==> src/hdl/nlc_pkg.sv <==
// nlc_pkg: types and constants for the numeric lexeme classifier
// used by nlc_step and numeric_lexeme_classifier; no dependencies
`default_nettype none

package nlc_pkg;

    localparam int CP_W  = 21;
    localparam int ID_W  = 32;
    localparam int CFG_W = 32;

    // character codes
    localparam logic [CP_W-1:0] CH_COMMA = 21'h00002C;
    localparam logic [CP_W-1:0] CH_DOT   = 21'h00002E;
    localparam logic [CP_W-1:0] CH_LOW_E = 21'h000065;
    localparam logic [CP_W-1:0] CH_UP_E  = 21'h000045;
    localparam logic [CP_W-1:0] CH_PLUS  = 21'h00002B;
    localparam logic [CP_W-1:0] CH_MINUS = 21'h00002D;
    localparam logic [CP_W-1:0] CH_ZERO  = 21'h000030;
    localparam logic [CP_W-1:0] CH_NINE  = 21'h000039;

    // largest id value that may still take one more digit
    localparam logic [ID_W-1:0] ID_GROW_MAX = 32'd429496728;

    localparam logic [2:0] GROUP_LEN = 3'd3;
    localparam logic [2:0] GROUP_SAT = 3'd4;

    // character position within the lexeme
    localparam logic [1:0] POS_FIRST  = 2'd0;
    localparam logic [1:0] POS_SECOND = 2'd1;
    localparam logic [1:0] POS_LATER  = 2'd2;

    // configuration register indexes
    localparam logic [1:0] CFG_ID_CHAR    = 2'd0;
    localparam logic [1:0] CFG_INT_COMMAS = 2'd1;
    localparam logic [1:0] CFG_FRAC_COMMAS = 2'd2;

    // result kinds
    localparam logic [1:0] KIND_TEXT = 2'd0;
    localparam logic [1:0] KIND_ID   = 2'd1;
    localparam logic [1:0] KIND_NUM  = 2'd2;

    typedef enum logic [1:0] {
        PATH_UNDECIDED = 2'd0,
        PATH_ID        = 2'd1,
        PATH_NUMBER    = 2'd2,
        PATH_ID_FAILED = 2'd3
    } path_t;

    typedef enum logic [2:0] {
        PH_SIGN       = 3'd0,
        PH_INT        = 3'd1,
        PH_FRAC_START = 3'd2,
        PH_FRAC       = 3'd3,
        PH_EXP_START  = 3'd4,
        PH_EXP_SIGN   = 3'd5,
        PH_EXP        = 3'd6
    } phase_t;

    typedef struct packed {
        logic [1:0]      position;
        path_t           path;
        phase_t          phase;
        logic [2:0]      group_digits;
        logic            comma_seen;
        logic            mantissa_seen;
        logic            failed;
        logic [ID_W-1:0] id_accum;
    } lex_state_t;

    typedef struct packed {
        logic [CP_W-1:0] id_char;
        logic            int_commas_on;
        logic            frac_commas_on;
    } cfg_t;

    typedef struct packed {
        logic [CP_W-1:0] code_point;
        logic            is_last;
    } nlc_in_t;

    typedef struct packed {
        logic [CP_W-1:0] char_out;
        logic            keep;
        logic            done_res;
        logic [1:0]      kind;
        logic [ID_W-1:0] id_value;
    } nlc_out_t;

endpackage

`default_nettype wire

==> src/hdl/numeric_lexeme_classifier.sv <==
// numeric_lexeme_classifier: top level, lexeme state, config registers, output buffer
// depends on nlc_pkg and nlc_step
//
// usage
//   s_ channel: one character item per transfer (code point, is_last on the
//   final character of a lexeme). m_ channel: one result item per input item,
//   same order: the character, its keep flag, and on the final item the
//   lexeme kind (text, identifier, number) and the identifier value.
//   cfg channel: register writes by index (0 id_char, 1 int_commas_on,
//   2 frac_commas_on); always ready, other indexes are ignored. Write only
//   while no lexeme is in flight.
// timing
//   m_valid and m_data come from the result register. one item per cycle
//   is sustained while m_ready stays high; the whole character update is one
//   combinational step between the lexeme state registers and the result register.
// stall
//   a two-entry output buffer (result register plus skid register) keeps
//   s_ready high for one more item when m_ready drops; s_ready falls only
//   once both entries hold results.
// reset
//   aresetn low clears the lexeme state, the config registers and both
//   output entries; the block accepts items on the first cycle after reset.
`default_nettype none

module numeric_lexeme_classifier
    import nlc_pkg::*;
(
    input  wire             aclk,
    input  wire             aresetn,
    // character items
    input  wire             s_valid,
    output logic            s_ready,
    input  wire nlc_in_t    s_data,
    // result items
    output logic            m_valid,
    input  wire             m_ready,
    output nlc_out_t        m_data,
    // config writes
    input  wire             cfg_valid,
    output logic            cfg_ready,
    input  wire [1:0]       cfg_index,
    input  wire [CFG_W-1:0] cfg_data
);

    cfg_t       cfg_reg;
    lex_state_t state_reg;
    lex_state_t state_next;
    nlc_out_t   step_out;

    // output buffer: main entry drives m_, skid entry catches one stalled item
    nlc_out_t   main_reg;
    logic       main_valid_reg;
    nlc_out_t   skid_reg;
    logic       skid_valid_reg;

    logic       push;
    logic       pop;

    assign s_ready   = !skid_valid_reg;
    assign cfg_ready = 1'b1;
    assign push      = s_valid && s_ready;
    assign pop       = main_valid_reg && m_ready;
    assign m_valid   = main_valid_reg;
    assign m_data    = main_reg;

    // per-character scan and classification
    nlc_step u_step (
        .cur  (state_reg),
        .cfg  (cfg_reg),
        .din  (s_data),
        .nxt  (state_next),
        .dout (step_out)
    );

    // config registers
    always_ff @(posedge aclk) begin
        if (!aresetn) begin
            cfg_reg <= '0;
        end else if (cfg_valid && cfg_ready) begin
            unique case (cfg_index)
                CFG_ID_CHAR:     cfg_reg.id_char        <= cfg_data[CP_W-1:0];
                CFG_INT_COMMAS:  cfg_reg.int_commas_on  <= cfg_data[0];
                CFG_FRAC_COMMAS: cfg_reg.frac_commas_on <= cfg_data[0];
                default:         ;
            endcase
        end
    end

    // lexeme state advances once per accepted item
    always_ff @(posedge aclk) begin
        if (!aresetn) begin
            state_reg.position      <= POS_FIRST;
            state_reg.path          <= PATH_UNDECIDED;
            state_reg.phase         <= PH_SIGN;
            state_reg.group_digits  <= 3'd0;
            state_reg.comma_seen    <= 1'b0;
            state_reg.mantissa_seen <= 1'b0;
            state_reg.failed        <= 1'b0;
            state_reg.id_accum      <= '0;
        end else if (push) begin
            state_reg <= state_next;
        end
    end

    // output buffer control
    always_ff @(posedge aclk) begin
        if (!aresetn) begin
            main_valid_reg <= 1'b0;
            skid_valid_reg <= 1'b0;
        end else begin
            if (push && !pop) begin
                if (!main_valid_reg) begin
                    main_valid_reg <= 1'b1;
                end else begin
                    skid_valid_reg <= 1'b1;
                end
            end else if (!push && pop) begin
                // skid entry moves up, or the buffer empties
                main_valid_reg <= skid_valid_reg;
                skid_valid_reg <= 1'b0;
            end
        end
    end

    // output buffer payload, no reset needed
    always_ff @(posedge aclk) begin
        if (push && (pop || !main_valid_reg)) begin
            main_reg <= step_out;
        end else if (!push && pop) begin
            main_reg <= skid_reg;
        end
        if (push && !pop && main_valid_reg) begin
            skid_reg <= step_out;
        end
    end

    // skid entry is only ever filled behind a full main entry
    a_skid_behind_main: assert property (@(posedge aclk) disable iff (!aresetn)
        skid_valid_reg |-> main_valid_reg)
        else $error("skid entry valid while main entry empty");

    // the final character of a lexeme leaves the scan state cleared
    a_clear_after_last: assert property (@(posedge aclk) disable iff (!aresetn)
        (push && s_data.is_last) |=>
            (state_reg.position == POS_FIRST && !state_reg.failed &&
             state_reg.id_accum == '0))
        else $error("lexeme state not cleared after final item");

    // only final items carry a kind or an id value
    a_kind_on_done: assert property (@(posedge aclk) disable iff (!aresetn)
        (m_valid && !m_data.done_res) |-> (m_data.kind == KIND_TEXT &&
                                           m_data.id_value == '0))
        else $error("kind or id value on an item that is not final");

    // a number lexeme always ends on a kept character
    a_num_keeps_last: assert property (@(posedge aclk) disable iff (!aresetn)
        (m_valid && m_data.kind == KIND_NUM) |-> m_data.keep)
        else $error("number kind on a dropped final character");

endmodule

`default_nettype wire

==> src/hdl/nlc_step.sv <==
// nlc_step: one-character update of the lexeme scan state and the result item
// depends on nlc_pkg
`default_nettype none

module nlc_step
    import nlc_pkg::*;
(
    input  wire lex_state_t cur,
    input  wire cfg_t       cfg,
    input  wire nlc_in_t    din,
    output lex_state_t      nxt,
    output nlc_out_t        dout
);

    logic [CP_W-1:0] c;
    logic            last;
    logic            dig;
    logic            sign;
    logic            comma;
    logic            expo;
    logic            keep;
    logic            bad;
    lex_state_t      s;
    logic [ID_W-1:0] acc_mul;

    assign c     = din.code_point;
    assign last  = din.is_last;
    assign dig   = (c >= CH_ZERO) && (c <= CH_NINE);
    assign sign  = (c == CH_PLUS) || (c == CH_MINUS);
    assign comma = (c == CH_COMMA);
    assign expo  = (c == CH_LOW_E) || (c == CH_UP_E);

    // times ten as two shifts and an add, plus the digit value
    assign acc_mul = (cur.id_accum << 3) + (cur.id_accum << 1)
                   + {{(ID_W-4){1'b0}}, c[3:0]};

    // next state
    always_comb begin
        s    = cur;
        keep = 1'b0;
        bad  = 1'b0;

        // number grammar scan
        if (!cur.failed) begin
            unique case (cur.phase) inside
                PH_SIGN, PH_INT: begin
                    if (cur.phase == PH_SIGN && sign) begin
                        keep    = 1'b1;
                        s.phase = PH_INT;
                    end else begin
                        s.phase = PH_INT;
                        if (dig) begin
                            if (cur.group_digits < GROUP_SAT) begin
                                s.group_digits = cur.group_digits + 3'd1;
                            end
                            s.mantissa_seen = 1'b1;
                            keep            = 1'b1;
                        end else if (comma) begin
                            if (cur.comma_seen) begin
                                if (cur.group_digits != GROUP_LEN) begin
                                    bad = 1'b1;
                                end
                            end else if (!cfg.int_commas_on || cur.group_digits == 3'd0
                                         || cur.group_digits > GROUP_LEN) begin
                                bad = 1'b1;
                            end else begin
                                s.comma_seen = 1'b1;
                            end
                            s.group_digits = 3'd0;
                        end else if (cur.comma_seen && cur.group_digits != GROUP_LEN) begin
                            bad = 1'b1;
                        end else if (c == CH_DOT) begin
                            keep           = 1'b1;
                            s.phase        = PH_FRAC_START;
                            s.group_digits = 3'd0;
                            s.comma_seen   = 1'b0;
                        end else if (expo) begin
                            keep    = 1'b1;
                            s.phase = PH_EXP_START;
                        end else begin
                            bad = 1'b1;
                        end
                    end
                end
                PH_FRAC_START: begin
                    if (dig) begin
                        s.group_digits  = 3'd1;
                        s.mantissa_seen = 1'b1;
                        keep            = 1'b1;
                        s.phase         = PH_FRAC;
                    end else begin
                        bad = 1'b1;
                    end
                end
                PH_FRAC: begin
                    if (dig) begin
                        if (cur.group_digits < GROUP_SAT) begin
                            s.group_digits = cur.group_digits + 3'd1;
                        end
                        keep = 1'b1;
                    end else if (comma) begin
                        if (!cfg.frac_commas_on || cur.group_digits != GROUP_LEN) begin
                            bad = 1'b1;
                        end else begin
                            s.comma_seen   = 1'b1;
                            s.group_digits = 3'd0;
                        end
                    end else if (cur.group_digits == 3'd0 ||
                                 (cur.comma_seen && cur.group_digits > GROUP_LEN)) begin
                        bad = 1'b1;
                    end else if (expo) begin
                        keep    = 1'b1;
                        s.phase = PH_EXP_START;
                    end else begin
                        bad = 1'b1;
                    end
                end
                PH_EXP_START: begin
                    if (sign) begin
                        keep    = 1'b1;
                        s.phase = PH_EXP_SIGN;
                    end else if (dig) begin
                        keep    = 1'b1;
                        s.phase = PH_EXP;
                    end else begin
                        bad = 1'b1;
                    end
                end
                PH_EXP_SIGN, PH_EXP: begin
                    if (dig) begin
                        keep    = 1'b1;
                        s.phase = PH_EXP;
                    end else begin
                        bad = 1'b1;
                    end
                end
                default: begin
                    bad = 1'b1;
                end
            endcase

            // end of lexeme must close the grammar
            if (!bad && last) begin
                if (!(s.mantissa_seen &&
                      ((s.phase == PH_INT &&
                        !(s.comma_seen && s.group_digits != GROUP_LEN)) ||
                       (s.phase == PH_FRAC && s.group_digits != 3'd0 &&
                        !(s.comma_seen && s.group_digits > GROUP_LEN)) ||
                       s.phase == PH_EXP))) begin
                    bad = 1'b1;
                end
            end
            if (bad) begin
                s.failed = 1'b1;
                keep     = 1'b0;
            end
        end

        // identifier path
        if (cur.position == POS_FIRST) begin
            s.path = (c == cfg.id_char && !last) ? PATH_ID : PATH_NUMBER;
        end else if (cur.path == PATH_ID) begin
            if (cur.position == POS_SECOND && c == CH_ZERO) begin
                s.path = PATH_NUMBER;
            end else if (!dig || cur.id_accum > ID_GROW_MAX) begin
                s.path = PATH_ID_FAILED;
            end else begin
                s.id_accum = acc_mul;
            end
        end

        if (cur.position != POS_LATER) begin
            s.position = cur.position + 2'd1;
        end

        nxt = s;
        if (last) begin
            nxt.position      = POS_FIRST;
            nxt.path          = PATH_UNDECIDED;
            nxt.phase         = PH_SIGN;
            nxt.group_digits  = 3'd0;
            nxt.comma_seen    = 1'b0;
            nxt.mantissa_seen = 1'b0;
            nxt.failed        = 1'b0;
            nxt.id_accum      = '0;
        end
    end

    // result item
    always_comb begin
        dout.char_out = c;
        dout.keep     = keep;
        dout.done_res = last;
        dout.kind     = KIND_TEXT;
        dout.id_value = '0;
        if (last) begin
            if (s.path == PATH_ID) begin
                dout.kind     = KIND_ID;
                dout.id_value = s.id_accum;
            end else if (s.path == PATH_NUMBER && !s.failed &&
                         (cfg.int_commas_on || cfg.frac_commas_on)) begin
                dout.kind = KIND_NUM;
            end
        end
    end

endmodule

`default_nettype wire
==> config.mk <==
export PLATFORM = sky130hd
export DESIGN_NAME = numeric_lexeme_classifier
export DESIGN_NICKNAME = d
export VERILOG_FILES = /design/src/hdl/nlc_pkg.sv /design/src/hdl/numeric_lexeme_classifier.sv /design/src/hdl/nlc_step.sv
export SDC_FILE = /design/constraint.sdc
export NUM_CORES = 1
export LEC_CHECK = 0
export ABC_AREA = 1
export ABC_CLOCK_PERIOD_IN_PS = 6300
export BUFFER_PORTS_ARGS = -buffer_cell sky130_fd_sc_hd__buf_2
export CORE_ASPECT_RATIO = 2
export CORE_UTILIZATION = 39
export CTS_BUF_LIST = sky130_fd_sc_hd__clkbuf_8
export DETAILED_ROUTE_END_ITERATION = 6
export MAX_ROUTING_LAYER = met4
export PLACE_DENSITY = 0.69
export SYNTH_ARGS = -nofsm -noshare
export SYNTH_HDL_FRONTEND = slang
export SYNTH_SLANG_ARGS = --single-unit
==> constraint.sdc <==
create_clock -name aclk -period 6.3 [get_ports aclk]
set_clock_uncertainty 0.1 [all_clocks]
set_input_delay 1.26 -clock aclk [delete_from_list [all_inputs] [get_ports aclk]]
set_output_delay 1.26 -clock aclk [all_outputs]
set_load 0.01 [all_outputs]
=== Word-level counts from Yosys, hierarchy flattened ===
Index checks and enable logic that the tools add are counted.

* Add/sub/neg operators: 4
* $mul: 0
* Divide/modulo/power cells: 0
* Order comparisons: 6
* Equality and inequality tests: 28
* Shift operators: 0
* Muxes and demuxes: 92
* Bitwise operators: 0
* Reduce and logical (&&, ||, !) cells: 61

{| class="wikitable"
|+ Operators by type and width
! cell !! number
|-
| $mux 32 || 5
|-
| $mux 57 || 2
|-
| $eq 21x6->1 const B || 5
|-
| $mux 3 || 16
|-
| $mux 1 || 45
|-
| $mux 45 || 1
|-
| $eq 21x7->1 const B || 2
|-
| $mux 34 || 1
|-
| $add 32x32->32 || 1
|-
| $add 32x4->32 || 1
|-
| $gt 32x29->1 const B || 1
|-
| $eq 21x21->1 || 1
|-
| $ge 21x6->1 const B || 1
|-
| $le 21x6->1 const B || 1
|-
| $logic_and 1x1->1 || 21
|-
| $mux 2 || 8
|-
| $mux 4 || 4
|-
| $pmux 3 s5 || 1
|-
| $eq 3x3->1 const B || 4
|-
| $logic_not 1->1 || 12
|-
| $reduce_and 2->1 || 6
|-
| $logic_or 1x1->1 || 11
|-
| $eq 3x2->1 const B || 3
|-
| $mux 9 || 1
|-
| other kinds (21) || 37
|}

* Flip-flop bits (word level): 184
* Bits in latches: 0
* RAM bits: 0
* ROM bits: 0
* Input port bits: 61
* Logic and storage cells: 214
* Memories kept: 0

=== Longest topological paths before layout ===
* Depth after elaboration: 29
* Gate-level depth with buffers: 22

=== Hierarchy ===
Synthesis repeated with hierarchy kept, for this count alone.

* Cells, all modules: 1510
* Area total of the unflattened synthesis: 11503.5 µm²

{| class="wikitable"
|+ By module, submodules not included
! module !! instances !! cells an instance !! area each (µm²) !! seq. area each (µm²)
|-
| numeric_lexeme_classifier || 1 || 677 || 6988.0 || 4824.6
|-
| nlc_step || 1 || 833 || 4515.6 || 0.0
|}

=== Worst setup path after synthesis ===
OpenSTA, ideal clock, no wires.

* Path type: input to register
* Start point: input s_valid
* End point: register main_reg (netlist bit m_data[0]), enable pin
* Setup time: 0.416 ns
* Arrival: 3.459 ns
* Required time: 5.784 ns
* Slack: 2.325 ns
* Stages on the path: 6
* Buffers on the path: 2
* Path through: nand2_1 -> a21oi_2 -> inv_1 -> clkbuf_1 -> buf_1 -> nand2_1

* Cells in the longest elaborated chain, start to end: 4
* Elaborated cells on any way between the ends: 5
* Those cells by class: reduce/logical: 5

{| class="wikitable"
|+ RTL lines
! what !! RTL line !! text
|-
| start, declared || numeric_lexeme_classifier.sv:31 || <nowiki>input wire s_valid,</nowiki>
|-
| $logic_and 1x1->1 * || numeric_lexeme_classifier.sv:61 || <nowiki>assign push = s_valid && s_ready;</nowiki>
|-
| $logic_not 1->1 || numeric_lexeme_classifier.sv:129 || <nowiki>end else if (!push && pop) begin</nowiki>
|-
| $logic_and 1x1->1 || numeric_lexeme_classifier.sv:129 ||
|-
| $reduce_bool 2->1 (no source line) * || -- ||
|-
| end signal, assigned || numeric_lexeme_classifier.sv:128 || <nowiki>main_reg <= step_out;</nowiki>
|-
| end signal, assigned || numeric_lexeme_classifier.sv:130 || <nowiki>main_reg <= skid_reg;</nowiki>
|-
| end, declared || numeric_lexeme_classifier.sv:51 || <nowiki>nlc_out_t main_reg;</nowiki>
|}

Every way passes the cells marked *; elsewhere a longest branch is shown, timed or not.
A chain may end at the register's enable or synchronous reset.

==> flow_summary_export.csv <==
group,metric,value,unit
worst_setup_path,worst_path_max_delay_cell,"fa_1",
logic_synthesis,ys_warn_count,0,
clock_tree,cts_buffers,17,
timing,min_period_over_period,65.21,%
global_routing,grt_pass1_wl,46420,microns
worst_setup_path,crit_end,"skid_reg[22]",
logic_synthesis,synth-main-ff-cell,"edfxtp_1",
placement,post-place-ws,1.684,ns
clock_tree,postCtsSetupRepairBufs,0,
floorplan,dieWidth,119.5,microns
clock_tree,clkSlewWorstSetupHoldPaths,0.11,ns
flow_run,cap_violations,0,
floorplan,io_pins,121,
placement,hpwlAfterDp,21950,microns
drt,vias_per_cell,5.231,
cells_and_area,nFillCells,2708,
logic_synthesis,synthesis.area,0.01077,sq mm
timing,tightest_slew,0.9641,ns
status,status,"complete, no violations",
global_routing,grt_pass1_vias,9084,
global_routing,grtUsageTotal,21.76,%
logic_synthesis,synth.area.top_cells,"edfxtp_1 (32%), dfxtp_1 (13%), nand2_1 (11%)",
worst_setup_path,path_max_fanout,10,
pwr,finalPower,0.002479,W
floorplan,die_y,237,microns
logic_synthesis,syn_nets,1438,
timing,slew_viol_final,0,
floorplan,coreArea,0.02701,sq mm
pwr,combPwrFrac,10.9,%
floorplan,fp.dieArea,0.02832,sq mm
floorplan,rows,85,
drt,via_count,9248,
drt,dr.pass1.iters,5,
logic_synthesis,synth_edf_count,114,
worst_setup_path,r2r-end,"m_data[31]",
timing,setup_viol,0,
floorplan,initial_core_util,39.87,%
placement,gp_congestion,0.8935,
worst_setup_path,reg2reg_slack,2.51,ns
cells_and_area,areaGrowthSynthToFinish,11.58,%
clock_tree,clockBufferDepth,2,
global_routing,grt.busiest_layer,"met2",
global_routing,grt_max_degree,74,
global_routing,grt_overflow,0,
global_routing,met1_usage,22.22,%
clock_tree,numClockSinks,184,
cells_and_area,drive_above_1_share,16.07,%
logic_synthesis,synth.top_cell.area_share,31.79,%
worst_setup_path,rr_startpoint,"state_reg[19]",
worst_setup_path,critical_path_class,"in -> reg",
pwr,power_frac_clock,33.0,%
logic_synthesis,syn_area_per_cell,8.221,sq um
clock_tree,cts_resized,0,
logic_synthesis,yosys.area.top_type,"edfxtp_1",
logic_synthesis,synth_cell_type_count,62,
pwr,p_seq_share,56.1,%
timing,final-hold-violation-count,0,
timing,grt_setup_unrepaired,"no",
pwr,power_density,206.3,mW/mm^2
worst_setup_path,cp-start-kind,"input pin",
worst_setup_path,crit_path_max_incr_delay,0.59,ns
cells_and_area,layout_commonest_cell,"nand2_1",
pwr,switching_share,28.30,%
logic_synthesis,syn_inst,1310,
timing,finalSetupTns,0,ns
global_routing,grt_util_met2,39.32,%
drt,drt_iter0_drc,640,
worst_setup_path,worst-r2r-cell-count,13,
clock_tree,htreeDepth,4,
clock_tree,clock_tree.root_cell,"clkbuf_8",
logic_synthesis,ys_ff_latch,184,
hold_path,min_path_type,"reg -> reg",
pwr,peakVddDrop,0.1503,mV
drt,drt_wl_total,29260,microns
pwr,p_int,0.001777,W
logic_synthesis,synth-seq-area-share,44.80,%
cells_and_area,num-nets-final,1534,
timing,fmax,243.4,MHz
worst_setup_path,cp_cell_sequence,"buf_2 -> fa_1 -> inv_1 -> fa_1 -> o21ai_1 -> nand2_1 -> nand3_1 -> nand3_1 -> nand2_1 -> a21boi_1 -> o21bai_1 -> a21oi_1 -> xor2_1 -> nand2_1 -> o21ai_0 -> nor2_1",
timing,fin_ws,2.192,ns
clock_tree,cts_tree,"done",
worst_setup_path,critPathRequiredTime,6.43,ns
hold_path,hold_depth,2,
clock_tree,holdBufCountCts,0,
drt,ant_nets,0,
worst_setup_path,crit_path_end_kind,"flop",
worst_setup_path,worstPathArrival,4.24,ns
pwr,p_leak,5.091,nW
placement,io_buffers,108,
global_routing,use_met3,2.529,%
logic_synthesis,postSynth.asyncResetShare,0,%
worst_setup_path,path_common_cell,"nand2_1",
cells_and_area,utilization,44.48,%
pwr,power_switching,0.0007013,W
drt,drc_errors,0,
global_routing,antenna_found_initial,1,
drt,wl_per_cell,16.55,microns
hold_path,hold_start,"state_reg[41]",
timing,min_period,4.108,ns
cells_and_area,mostFrequentLayoutCells,"nand2_1 (318), nor2_1 (119), inv_1 (115)",
timing,maxSlewHeadroom,35.23,%
worst_setup_path,setup.worst_path.start,"s_data[4]",
clock_tree,clk_latency,0.51,ns
Yosys cell counts, types with 5 or more instances:
library cell and n:
a21oi_1 92, clkbuf_1 26, dfxtp_1 70, edfxtp_1 114, ha_1 65, inv_1 117, inv_2 18, nand2_1 319
nand2_2 8, nand3_1 56, nand4_1 10, nor2_1 119, nor2_2 17, nor3_1 14, nor4_1 9, o211ai_1 6
o21a_1 6, o21ai_0 77, o21ai_1 29, o21bai_1 5, o22ai_1 11, or2_2 9, xnor2_1 18, xor2_1 19
logic make-up after synthesis:
family,count (synthesis),share of synthesized area (%)
buf+inv,177,6.576
fa+ha+maj,67,7.924
compound gates,261,13.81
xor+xnor,37,3.009
simple gates,583,23.84
flops,184,44.80
other cells,1,0.03482
worst min path at each step:
stage / endpoint / slack (ns)
2_1_floorplan: cfg_reg[19] / 0.34
3_3_place_gp: state_reg[31] / 0.35
3_5_place_dp: state_reg[41] / 0.36
4_1_cts: state_reg[41] / 0.38
5_1_grt: state_reg[43] / 0.41
6_report: state_reg[41] / 0.38
per-layer routing:
metal | wire (microns) | vias up
li1 | - | 4598
met1 | 11140 | 4302
met2 | 15620 | 271
met3 | 1001 | 77
met4 | 1503 | 0
met5 | 0 | -
critical path, delay by kind of cell:
family,cells,cell delay [ns]
buffers and inverters,2,0.26
xor gates and xnor gates,1,0.16
AOI/OAI and AO/OA,5,0.88
and+or+nand+nor,6,0.62
adders and majority gates,2,1.04
layout make-up:
type	count	area [sq um]	share of cell area [%]
Sequential cell	184	4825	40.15
Antenna cell	1	2.502	0.02082
Tap cell	348	435.4	3.624
Timing Repair Buffer	116	600.6	4.998
Inverter	138	519.2	4.321
Clock buffer	17	234.0	1.947
Multi-Input combinational cell	949	5239	43.60
Clock inverter	15	161.4	1.343
power groups by stage:
stage          clock network [W]  logic (W)  registers (W)
5_1_grt                 0.000877   0.000299        0.00140
4_1_cts                 0.000837   0.000276        0.00139
3_5_place_dp                   0   0.000275        0.00142
3_3_place_gp                   0   0.000271        0.00142
6_report                0.000818   0.000271        0.00139
2_1_floorplan                  0   0.000124        0.00144
through the flow:
stage               area (sq um)  hold WS, ns  instances
floorplan                  10770       0.3416       1310
global placement           11620       0.3517       1735
detailed placement         11620       0.3621       1735
CTS                        12010       0.3780       1767
global route               12020       0.4053       1768
finish                     12020       0.3781       1768
Power figures use the tool's default switching activity.
